===== config.mk =====
export PLATFORM = sky130hd
export DESIGN_NAME = mips_integer_subset_execute_top
export DESIGN_NICKNAME = d
export VERILOG_FILES = /design/src/hdl/mise_pkg.sv /design/src/hdl/mise_regfile.sv /design/src/hdl/mise_exec.sv /design/src/hdl/mips_integer_subset_execute_top.sv
export SDC_FILE = /design/constraint.sdc
export NUM_CORES = 2
export LEC_CHECK = 0
export ABC_AREA = 1
export ABC_CLOCK_PERIOD_IN_PS = 12000
export BUFFER_PORTS_ARGS = -buffer_cell sky130_fd_sc_hd__buf_2
export CAP_MARGIN = 20
export CORE_MARGIN = 5
export CORE_UTILIZATION = 30
export DETAILED_ROUTE_END_ITERATION = 8
export GPL_ROUTABILITY_DRIVEN = 1
export HOLD_SLACK_MARGIN = 0.12
export PLACE_DENSITY = 0.43
export SLEW_MARGIN = 20
export SYNTH_ARGS = -nofsm -noshare
export SYNTH_HDL_FRONTEND = slang
export SYNTH_SLANG_ARGS = --single-unit
export TNS_END_PERCENT = 100

===== constraint.sdc =====
create_clock -name clk -period 12 [get_ports clk]
set_clock_uncertainty 0.05 [all_clocks]
set_input_delay 2.4 -clock clk [delete_from_list [all_inputs] [get_ports clk]]
set_output_delay 2.4 -clock clk [all_outputs]
set_load 0.01 [all_outputs]

===== src/hdl/mise_pkg.sv =====
// Shared types and constants for the MIPS integer subset execute block.
package mise_pkg;

  localparam logic [31:0] START_PC_RESET = 32'hBFC0_0000;
  localparam logic [31:0] JUMP_INDEX_MASK = 32'h03FF_FFFF;
  localparam logic [31:0] JUMP_REGION_MASK = 32'hF000_0000;
  localparam logic [31:0] HALF_MASK = 32'h0000_FFFF;

  localparam logic [5:0] OP_SPECIAL = 6'h00;
  localparam logic [5:0] OP_J = 6'h02;
  localparam logic [5:0] OP_BNE = 6'h05;
  localparam logic [5:0] OP_ADDI = 6'h08;
  localparam logic [5:0] OP_ADDIU = 6'h09;
  localparam logic [5:0] OP_ORI = 6'h0D;
  localparam logic [5:0] OP_LUI = 6'h0F;
  localparam logic [5:0] OP_COP0 = 6'h10;
  localparam logic [5:0] OP_COP3 = 6'h13;
  localparam logic [5:0] OP_LW = 6'h23;
  localparam logic [5:0] OP_SH = 6'h29;
  localparam logic [5:0] OP_SW = 6'h2B;

  localparam logic [5:0] FN_SLL = 6'h00;
  localparam logic [5:0] FN_ADDU = 6'h21;
  localparam logic [5:0] FN_OR = 6'h25;
  localparam logic [5:0] FN_SLT = 6'h2A;
  localparam logic [5:0] FN_SLTU = 6'h2B;

  localparam logic [1:0] ST_OK = 2'd0;
  localparam logic [1:0] ST_HALTED = 2'd1;
  localparam logic [1:0] ST_ORDER = 2'd2;

  localparam logic [1:0] MEM_NONE = 2'd0;
  localparam logic [1:0] MEM_READ_WORD = 2'd1;
  localparam logic [1:0] MEM_WRITE_WORD = 2'd2;
  localparam logic [1:0] MEM_WRITE_HALF = 2'd3;

  localparam logic [0:0] KIND_INSTR = 1'b0;
  localparam logic [0:0] KIND_LOAD = 1'b1;

  localparam logic [2:0] ADDR_START_PC = 3'd0;

  typedef struct packed {
    logic [31:0] pc;
    logic        delay_pending;
    logic [31:0] delay_target;
    logic        load_waiting;
    logic [4:0]  load_dest;
    logic        halted;
  } mise_state_t;

  typedef struct packed {
    logic [1:0]  status;
    logic [31:0] next_fetch_addr;
    logic [1:0]  mem_op;
    logic [31:0] mem_addr;
    logic [31:0] mem_data;
  } mise_result_t;

  typedef struct packed {
    logic        en;
    logic [4:0]  addr;
    logic [31:0] data;
  } mise_wr_t;

endpackage


===== src/hdl/mise_regfile.sv =====
// Register file with reset valid bits, registered reads and write bypass.
module mise_regfile (
  input  logic               clk,
  input  logic               rst,
  input  logic               rd_en,
  input  logic [4:0]         rs_addr,
  input  logic [4:0]         rt_addr,
  input  mise_pkg::mise_wr_t wr,
  output logic [31:0]        rs_data,
  output logic [31:0]        rt_data
);
  import mise_pkg::*;

  logic [31:0] mem [32];
  logic [31:0] valid;
  logic [31:0] rs_raw;
  logic [31:0] rt_raw;
  logic [31:0] wr_fwd;
  logic        rs_hit;
  logic        rt_hit;
  logic        rs_live;
  logic        rt_live;

  always_ff @(posedge clk) begin
    if (rst) begin
      valid <= '0;
    end else if (wr.en) begin
      valid[wr.addr] <= 1'b1;
    end
  end

  always_ff @(posedge clk) begin
    if (wr.en) begin
      mem[wr.addr] <= wr.data;
    end
  end

  always_ff @(posedge clk) begin
    if (rd_en) begin
      rs_raw  <= mem[rs_addr];
      rt_raw  <= mem[rt_addr];
      wr_fwd  <= wr.data;
      rs_hit  <= wr.en && (wr.addr == rs_addr);
      rt_hit  <= wr.en && (wr.addr == rt_addr);
      rs_live <= valid[rs_addr] && (rs_addr != 5'd0);
      rt_live <= valid[rt_addr] && (rt_addr != 5'd0);
    end
  end

  assign rs_data = rs_hit ? wr_fwd : (rs_live ? rs_raw : 32'd0);
  assign rt_data = rt_hit ? wr_fwd : (rt_live ? rt_raw : 32'd0);

endmodule


===== src/hdl/mise_exec.sv =====
// Decode and execute of one word: next state, result and register write.
module mise_exec (
  input  logic                   kind,
  input  logic [31:0]            instr_word,
  input  logic [31:0]            load_data,
  input  logic [31:0]            a,
  input  logic [31:0]            b,
  input  mise_pkg::mise_state_t  st,
  output mise_pkg::mise_state_t  st_next,
  output mise_pkg::mise_result_t res,
  output mise_pkg::mise_wr_t     wr
);
  import mise_pkg::*;

  logic [5:0]  opc;
  logic [4:0]  rt;
  logic [4:0]  rd;
  logic [4:0]  sa;
  logic [5:0]  fn;
  logic [31:0] imm;
  logic [31:0] simm;
  logic [31:0] pc_plus4;
  logic [31:0] tgt;
  logic [31:0] next;
  logic [31:0] ea;
  logic        take;
  logic        ok;
  logic        wen;
  logic [4:0]  waddr;
  logic [31:0] wdata;
  logic [1:0]  mop;
  logic [31:0] mdata;

  assign opc = instr_word[31:26];
  assign rt = instr_word[20:16];
  assign rd = instr_word[15:11];
  assign sa = instr_word[10:6];
  assign fn = instr_word[5:0];
  assign imm = instr_word & HALF_MASK;
  assign simm = {{16{instr_word[15]}}, instr_word[15:0]};
  assign pc_plus4 = st.pc + 32'd4;
  assign ea = a + simm;

  always_comb begin
    ok = 1'b1;
    take = 1'b0;
    tgt = pc_plus4 + {simm[29:0], 2'b00};
    wen = 1'b0;
    waddr = rt;
    wdata = 32'd0;
    mop = MEM_NONE;
    mdata = 32'd0;
    case (opc) inside
      OP_SPECIAL: begin
        waddr = rd;
        wen = 1'b1;
        case (fn)
          FN_SLL: wdata = b << sa;
          FN_ADDU: wdata = a + b;
          FN_OR: wdata = a | b;
          FN_SLT: wdata = {31'd0, $signed(a) < $signed(b)};
          FN_SLTU: wdata = {31'd0, a < b};
          default: begin
            ok = 1'b0;
            wen = 1'b0;
          end
        endcase
      end
      OP_J: begin
        take = 1'b1;
        tgt = (pc_plus4 & JUMP_REGION_MASK) | ((instr_word & JUMP_INDEX_MASK) << 2);
      end
      OP_BNE: take = (a != b);
      OP_ADDI, OP_ADDIU: begin
        wen = 1'b1;
        wdata = ea;
      end
      OP_ORI: begin
        wen = 1'b1;
        wdata = a | imm;
      end
      OP_LUI: begin
        wen = 1'b1;
        wdata = imm << 16;
      end
      [OP_COP0:OP_COP3]: ;
      OP_LW: mop = MEM_READ_WORD;
      OP_SH: begin
        mop = MEM_WRITE_HALF;
        mdata = b & HALF_MASK;
      end
      OP_SW: begin
        mop = MEM_WRITE_WORD;
        mdata = b;
      end
      default: ok = 1'b0;
    endcase
  end

  assign next = st.delay_pending ? st.delay_target : pc_plus4;

  always_comb begin
    st_next = st;
    res.status = ST_OK;
    res.next_fetch_addr = st.pc;
    res.mem_op = MEM_NONE;
    res.mem_addr = 32'd0;
    res.mem_data = 32'd0;
    wr.en = 1'b0;
    wr.addr = waddr;
    wr.data = wdata;
    if (st.halted) begin
      res.status = ST_HALTED;
    end else if (kind == KIND_LOAD) begin
      if (!st.load_waiting) begin
        res.status = ST_ORDER;
      end else begin
        st_next.load_waiting = 1'b0;
        wr.en = (st.load_dest != 5'd0);
        wr.addr = st.load_dest;
        wr.data = load_data;
      end
    end else if (st.load_waiting) begin
      res.status = ST_ORDER;
    end else if (!ok) begin
      st_next.halted = 1'b1;
      res.status = ST_HALTED;
    end else begin
      wr.en = wen && (waddr != 5'd0);
      st_next.pc = next;
      st_next.delay_pending = take;
      if (take) begin
        st_next.delay_target = tgt;
      end
      if (mop == MEM_READ_WORD) begin
        st_next.load_waiting = 1'b1;
        st_next.load_dest = rt;
      end
      res.next_fetch_addr = next;
      res.mem_op = mop;
      res.mem_addr = (mop == MEM_NONE) ? 32'd0 : ea;
      res.mem_data = mdata;
    end
  end

endmodule


===== src/hdl/mips_integer_subset_execute_top.sv =====
// Top level of the MIPS integer subset execute block.
//
//   channel | handshake          | contents
//   input   | in_valid/in_ready  | kind, instr_word, load_data
//   output  | out_valid/out_ready| status, next_fetch_addr, mem_op, mem_addr, mem_data
//   config  | APB psel/penable   | start_pc at byte address 0
//
// One word per cycle sustained while out_ready holds: an input register feeds decode
// and execute into the output register; register file reads start when a word is taken.
// An accepted word passes the input register, then the output register, to out_valid.
// A stalled output holds the input register; new words are taken as the output drains.
// Reset is synchronous and needs no clearing pass; the register file reads zero after it.
module mips_integer_subset_execute_top (
  input  logic        clk,
  input  logic        rst,
  input  logic        in_valid,
  output logic        in_ready,
  input  logic        kind,
  input  logic [31:0] instr_word,
  input  logic [31:0] load_data,
  output logic        out_valid,
  input  logic        out_ready,
  output logic [1:0]  status,
  output logic [31:0] next_fetch_addr,
  output logic [1:0]  mem_op,
  output logic [31:0] mem_addr,
  output logic [31:0] mem_data,
  input  logic        psel,
  input  logic        penable,
  input  logic        pwrite,
  input  logic [2:0]  paddr,
  input  logic [31:0] pwdata,
  output logic [31:0] prdata,
  output logic        pready
);
  import mise_pkg::*;

  logic         inq_valid;
  logic         inq_kind;
  logic [31:0]  inq_instr;
  logic [31:0]  inq_ldat;
  logic [31:0]  start_pc;
  mise_state_t  st;
  mise_state_t  st_next;
  mise_result_t res;
  mise_wr_t     wr;
  mise_wr_t     rf_wr;
  logic [31:0]  rs_data;
  logic [31:0]  rt_data;
  logic         fire;
  logic         take_in;
  logic         cfg_wr;

  assign fire = inq_valid && (!out_valid || out_ready);
  assign in_ready = !inq_valid || fire;
  assign take_in = in_valid && in_ready;
  assign pready = 1'b1;
  assign cfg_wr = psel && penable && pwrite && (paddr[2] == ADDR_START_PC[2]);
  assign prdata = (paddr[2] == ADDR_START_PC[2]) ? start_pc : 32'd0;

  // commit a register write only when the held word advances
  assign rf_wr.en = wr.en && fire;
  assign rf_wr.addr = wr.addr;
  assign rf_wr.data = wr.data;

  always_ff @(posedge clk) begin
    if (rst) begin
      inq_valid <= 1'b0;
    end else if (take_in) begin
      inq_valid <= 1'b1;
    end else if (fire) begin
      inq_valid <= 1'b0;
    end
  end

  always_ff @(posedge clk) begin
    if (take_in) begin
      inq_kind  <= kind;
      inq_instr <= instr_word;
      inq_ldat  <= load_data;
    end
  end

  mise_regfile u_regfile (
    .clk     (clk),
    .rst     (rst),
    .rd_en   (take_in),
    .rs_addr (instr_word[25:21]),
    .rt_addr (instr_word[20:16]),
    .wr      (rf_wr),
    .rs_data (rs_data),
    .rt_data (rt_data)
  );

  mise_exec u_exec (
    .kind       (inq_kind),
    .instr_word (inq_instr),
    .load_data  (inq_ldat),
    .a          (rs_data),
    .b          (rt_data),
    .st         (st),
    .st_next    (st_next),
    .res        (res),
    .wr         (wr)
  );

  always_ff @(posedge clk) begin
    if (rst) begin
      start_pc            <= START_PC_RESET;
      st.pc               <= START_PC_RESET;
      st.delay_pending    <= 1'b0;
      st.delay_target     <= 32'd0;
      st.load_waiting     <= 1'b0;
      st.load_dest        <= 5'd0;
      st.halted           <= 1'b0;
    end else if (cfg_wr) begin
      start_pc <= pwdata;
      st.pc    <= pwdata;
    end else if (fire) begin
      st <= st_next;
    end
  end

  always_ff @(posedge clk) begin
    if (rst) begin
      out_valid <= 1'b0;
    end else if (fire) begin
      out_valid <= 1'b1;
    end else if (out_ready) begin
      out_valid <= 1'b0;
    end
  end

  always_ff @(posedge clk) begin
    if (fire) begin
      status          <= res.status;
      next_fetch_addr <= res.next_fetch_addr;
      mem_op          <= res.mem_op;
      mem_addr        <= res.mem_addr;
      mem_data        <= res.mem_data;
    end
  end

endmodule


Yosys cells after proc, flatten, opt, wreduce, memory -nomap -nowiden --
Memories as Yosys holds them, arrays and structs flattened. A register that Yosys moved wholly into a read port is not among the register bits. Index checks and enable logic that the tools add are counted.
Storage, ports and cells: input port bits 107, bits in latches 0, bits in registers 339, bits in read-only memories 0, output and inout bits 135, logic and storage cells 203, memory bits (writable) 1024, memories 1
Memories:
- u_regfile.mem | words 32, width 32, read ports 2, clocked after memory_dff 2, write ports 1, line mise_regfile.sv:14 | logic [31:0] mem [32];
Operators by class: reduce and logical (&&, ||, !) cells 40, bitwise gates (word level) 11, div/mod/pow operators 0, equality and inequality tests 20, add/subtract/negate cells 4, multiplexer cells 94, multipliers 0, order comparisons 8, shift operators 1
Operators by type and width (count):
- 2-to-1 mux 32 bit | 27
- 2-to-1 mux 98 bit | 4
- 2-to-1 mux 72 bit | 3
- case mux 32 bit (5 select lines) | 1
- adder 32 bit | 3
- 2-to-1 mux 38 bit | 2
- 2-to-1 mux 71 bit | 1
- 2-to-1 mux 65 bit | 1
- < comparator 32 bit | 2
- bitwise OR 32 bit | 2
- equality test 6 bit (second input constant) | 7
- 2-to-1 mux 37 bit | 1
- 2-to-1 mux 1 bit | 35
- adder 32 x 3 -> 32 bit (second input constant) | 1
- inequality test 32 bit | 1
- bitwise OR 32 x 16 -> 32 bit | 1
- bitwise OR 32 x 28 -> 32 bit | 1
- left shift 32 x 5 -> 32 bit | 1
- 2-to-1 mux 2 bit | 13
- equality test 6 x 4 -> 1 bit (second input constant) | 4
- nonzero test 5 bit | 4
- < comparator 5 x 6 -> 1 bit (second input constant) | 3
- OR reduction 15 bit | 1
- AND reduction 7 bit | 2
- other kinds (27) | 57

Longest topological paths before layout --
depth after elaboration 20, depth in mapped cells 23, depth with buffers taken out 22

By module --
A second synthesis with hierarchy kept.
Unflattened totals: cell total of the unflattened synthesis 11224, area, all modules 84942.7 sq um
By module, submodules not included:
- mise_regfile | cells each 7680, instances 1, area an instance 61572.8 sq um, sequential area each 34393.0 sq um
- mise_exec | cells each 2777, instances 1, area an instance 14079.8 sq um, sequential area each 0.0 sq um
- mips_integer_subset_execute_top | cells each 767, instances 1, area an instance 9290.2 sq um, sequential area each 7076.8 sq um

Worst setup path after synthesis --
Ideal clock, no wire load.
kind input to register, start point input out_ready, end point register inq_instr[0], enable pin, path buffers 0, data arrival time 5866 ps, stages 4, path slack 5567 ps, library setup time 518 ps, data required time 11432 ps, path through inv_1 > nand3_1 > nand2_1 > inv_1
Between the ends: longest elaborated chain between the ends 4
Ends and longest elaborated chain:
- from (decl) | line mips_integer_subset_execute_top.sv:22 | input logic out_ready,
- logical OR 1 bit | line mips_integer_subset_execute_top.sv:54 | assign fire = inq_valid && (!out_valid || out_ready);
- logical AND 1 bit | line mips_integer_subset_execute_top.sv:54
- logical OR 1 bit | line mips_integer_subset_execute_top.sv:55 | assign in_ready = !inq_valid || fire;
- named net in_ready | line mips_integer_subset_execute_top.sv:17 | output logic in_ready,
- logical AND 1 bit | line mips_integer_subset_execute_top.sv:56 | assign take_in = in_valid && in_ready;
- named net take_in | line mips_integer_subset_execute_top.sv:51 | logic take_in;
- to (signal assigned) | line mips_integer_subset_execute_top.sv:79 | inq_instr <= instr_word;
- to (decl) | line mips_integer_subset_execute_top.sv:40 | logic [31:0] inq_instr;
The timed path passes the listed nets, and every way through them passes these cells. A chain may end at the register's enable or synchronous reset.

==> out/results.md <==
| Quantity | Value |
| --- | --- |
| Cts bufs inserted | 167 |
| Worst Path Required | 12.43 ns |
| Setup repair after global routing missed its margin | false |
| Worst IR drop on VDD | 0.1553 mV |
| Leading area contributor after synthesis | edfxtp_1 |
| Nature of the critical path endpoint | flop |
| #FFs+latches synth | 1,427 |
| Total die area | 0.2699 mm2 |
| Standard-cell row count | 187 |
| Number of post-CTS setup repair buffers | 0 |
| TritonCTS Sinks | 1,427 |
| Fraction of layout instances using a drive strength above 1 | 8.774% |
| Max-cap check violation count | 0 |
| Critical Path End | u_regfile.rt_raw[23] |
| Worst hold-check slack | 0.3880 ns |
| Placed Cells | 12,190 |
| Post-Layout Cell Count | 12,500 |
| Wire length of the first global-routing pass | 479,700 um |
| Std-Cell Core Area | 0.2590 mm2 |
| Maximum fanout along the worst path | 30 |
| Max frequency | 163.8 MHz |
| CTS Hold Bufs | 0 |
| Static leakage | 33.57 nW |
| Final nets | 9,236 |
| Clock tree from TritonCTS | built |
| Top cells by instance count after synthesis | nand2_1, o21ai_0, edfxtp_1 |
| Total of endpoints with negative setup slack in the final report | 0 |
| Top routing layer in use | met5 |
| Warnings, synthesis | 0 |
| WL met1 | 148,800 um |
| Main area contributors after synthesis | edfxtp_1, o21ai_0, nand2_1 |
| Reg-to-Reg End | u_regfile.mem[3][31] |
| Area of placed instances | 0.08292 mm2 |
| Vias post-DR | 68,660 |
| Critical setup path kind | in -> reg |
| Clk pin slew, worst setup/hold paths | 0.06 ns |
| Total length of routed wires | 340,900 um |
| Startpoint types | input port |
| Avg Synthesized Cell Area | 8.724 um2 |
| Flip-flop cell with the highest count after synthesis | edfxtp_1 |
| Kind of path behind the tightest hold check | reg -> reg |
| Cell with the most instances after synthesis | nand2_1 |
| Antenna-violating nets left | 0 |
| Worst slew margin | 20.67% |
| Clk buf depth | 3 |
| Iter 0 DRT Violations | 7,234 |
| Area taken by flip-flops and latches | 0.04147 mm2 |
| Hold violation total from the final report | 0 |
| Slew @ Worst Pin | 1.190 ns |
| Post-route cell area | 0.08820 mm2 |
| Area of the multi-input gates | 0.03114 mm2 |
| Total Negative Setup Slacks | 0 ns |
| Total design power | 12.03 mW |
| Count of boundary I/O pins | 242 |
| Proportion of netlist area held by the largest area contributor | 49.69% |
| Number of gates resized after cts | 0 |
| Synthesized instance count | 8,928 |
| P&R area growth vs syn | 13.24% |
| First-pass DRT Iterations | 6 |
| Met2 layer wire length in the routed design | 155,700 um |
| H-tree level count | 4 |
| Start of the worst register-to-register path | inq_instr[0] |
| Final worst path period need | 6.106 ns |
| Largest net degree at the start of global routing | 179 |
| Pwr Density | 136.3 mW/mm2 |
| Root Driver | clkbuf_16 |
| Width of the die | 519.6 um |
| Met3 layer wire length in the routed design | 24,250 um |
| Antenna violations before repair | 15 |
| Insertion delay of the later-clocked pin in the worst-skew pair | 0.84 ns |
| Number of max-slew violations in the final report | 0 |
| Setup slack of the most critical reg-to-reg path | 6.58 ns |
| DRC violation count after routing | 0 |
| R2R depth | 10 |
| WP data arrival | 6.53 ns |
| Post-Synthesis Cell Area | 0.07789 mm2 |
| Detail Placement HPWL | 212,100 um |
| Placer Congestion | 0.9041 |
| Starting Density | 30.07% |
| Height of the die | 519.6 um |
| Share of synthesized area occupied by flip-flops and latches | 53.24% |
| Total global routing overflow | 0 |
| Average vias per placed instance | 5.492 |
| Aggregate global-route resource usage | 24.24% |
| Number of synthesized flops with an enable pin | 1,289 |
| Post-synth ARST share | 0% |
| First element of the critical path | instr_word[18] |
| Final Cycle Share | 50.88% |
| Status | finished clean |
| Filler cell count in the final layout | 26,670 |
| Routed wirelength normalized by instance count | 27.27 um |
| Vias in the first global route | 64,920 |
| Number of distinct library cells after synthesis | 62 |
| Number of buffer cells added on primary ports | 238 |
[final cells by class]
class	count	area share [%]
clock inverter	101	0.9788
multi-input combinational	6042	35.30
inverter	915	3.942
clock buffer	209	4.999
timing repair buffer	401	2.919
antenna	6	0.01702
tap	3402	4.826
sequential	1427	47.02
[cell usage in the layout, fill, tap and decap left out, types with 9 or more instances in the layout]
cell type and instances:
o221ai_1 54, buf_2 229, xnor2_1 12, nand4_1 58
xor2_1 32, clkinv_1 51, nand2_1 1400, clkinv_2 25
conb_1 33, inv_2 35, nor2_2 15, a31oi_1 103
ha_1 172, o22ai_1 10, clkbuf_16 169, or2_2 26
nor2_1 703, inv_6 9, o21a_1 41, dfxtp_1 138
edfxtp_1 1289, inv_1 865, a22oi_1 34, o21bai_1 22
buf_4 160, a21oi_2 21, o21ai_0 1294, a211oi_1 18
nor2_4 22, nor3_1 42, o211ai_1 258, clkbuf_1 37
a21oi_1 897, o211a_1 21, nand3_1 669
[cell families (layout without fill, tap and decap cells)]
group	count (synthesis)	after routing	synth area share, %
muxes	4	4	0.05140
AOI/OAI and AO/OA	2817	2817	20.06
adders and majority gates	175	175	2.840
and+or+nand+nor	2969	2969	15.97
buffers and inverters	1490	1626	7.338
DFF	1427	1427	53.24
other	2	39	0.009642
xor gates and xnor gates	44	44	0.4947
[state kept, by name, indices dropped and copies added (netlist names), 2 cells and up]
signal            cells
start_pc             32
mem_addr             32
next_fetch_addr      32
status                2
inq_instr            32
u_regfile.mem      1024
inq_ldat             32
u_regfile.rt_raw     32
mem_op                2
st                   72
u_regfile.wr_fwd     32
mem_data             32
u_regfile.rs_raw     32
u_regfile.valid      32
[worst min-delay path by stage]
stage	startpoint	depth (start not counted)	to	slack (ns)
CTS	u_regfile.valid[0]	2	u_regfile.valid[0]	0.38
finish	u_regfile.valid[0]	2	u_regfile.valid[0]	0.39
global placement	u_regfile.valid[0]	2	u_regfile.valid[0]	0.37
floorplan	u_regfile.valid[0]	2	u_regfile.valid[0]	0.36
detailed placement	u_regfile.valid[0]	2	u_regfile.valid[0]	0.37
global route	u_regfile.valid[1]	2	u_regfile.valid[1]	0.43
[critical path, stage by stage]
cell      delay, ns
buf_4          0.48
clkinv_2       0.86
nor2_4         1.06
buf_4          0.60
a21oi_1        0.14
o211a_1        0.18
a31oi_1        0.70
[layer usage]
layer,track usage (%),vias up
met4,7.811,4
li1,-,31340
met2,39.40,2880
met5,0,-
met1,33.36,33890
met3,3.415,547
[power breakdown]
group,switching (mW),internal [mW],leakage [nW]
Sequential,0.0750,5.47,12.6
Clock,2.22,2.78,2.55
Combinational,1.10,0.385,18.4
Total,3.40,8.63,33.6
[metrics by stage]
stage                     util, %  setup WS (ns)
after CTS                   34.05          6.034
after global routing        34.05          5.952
after detailed placement    32.01          5.149
final                       34.05          5.894
after floorplan                 -          5.567
after global placement      32.00          5.147
Power figures use the tool's default switching activity.
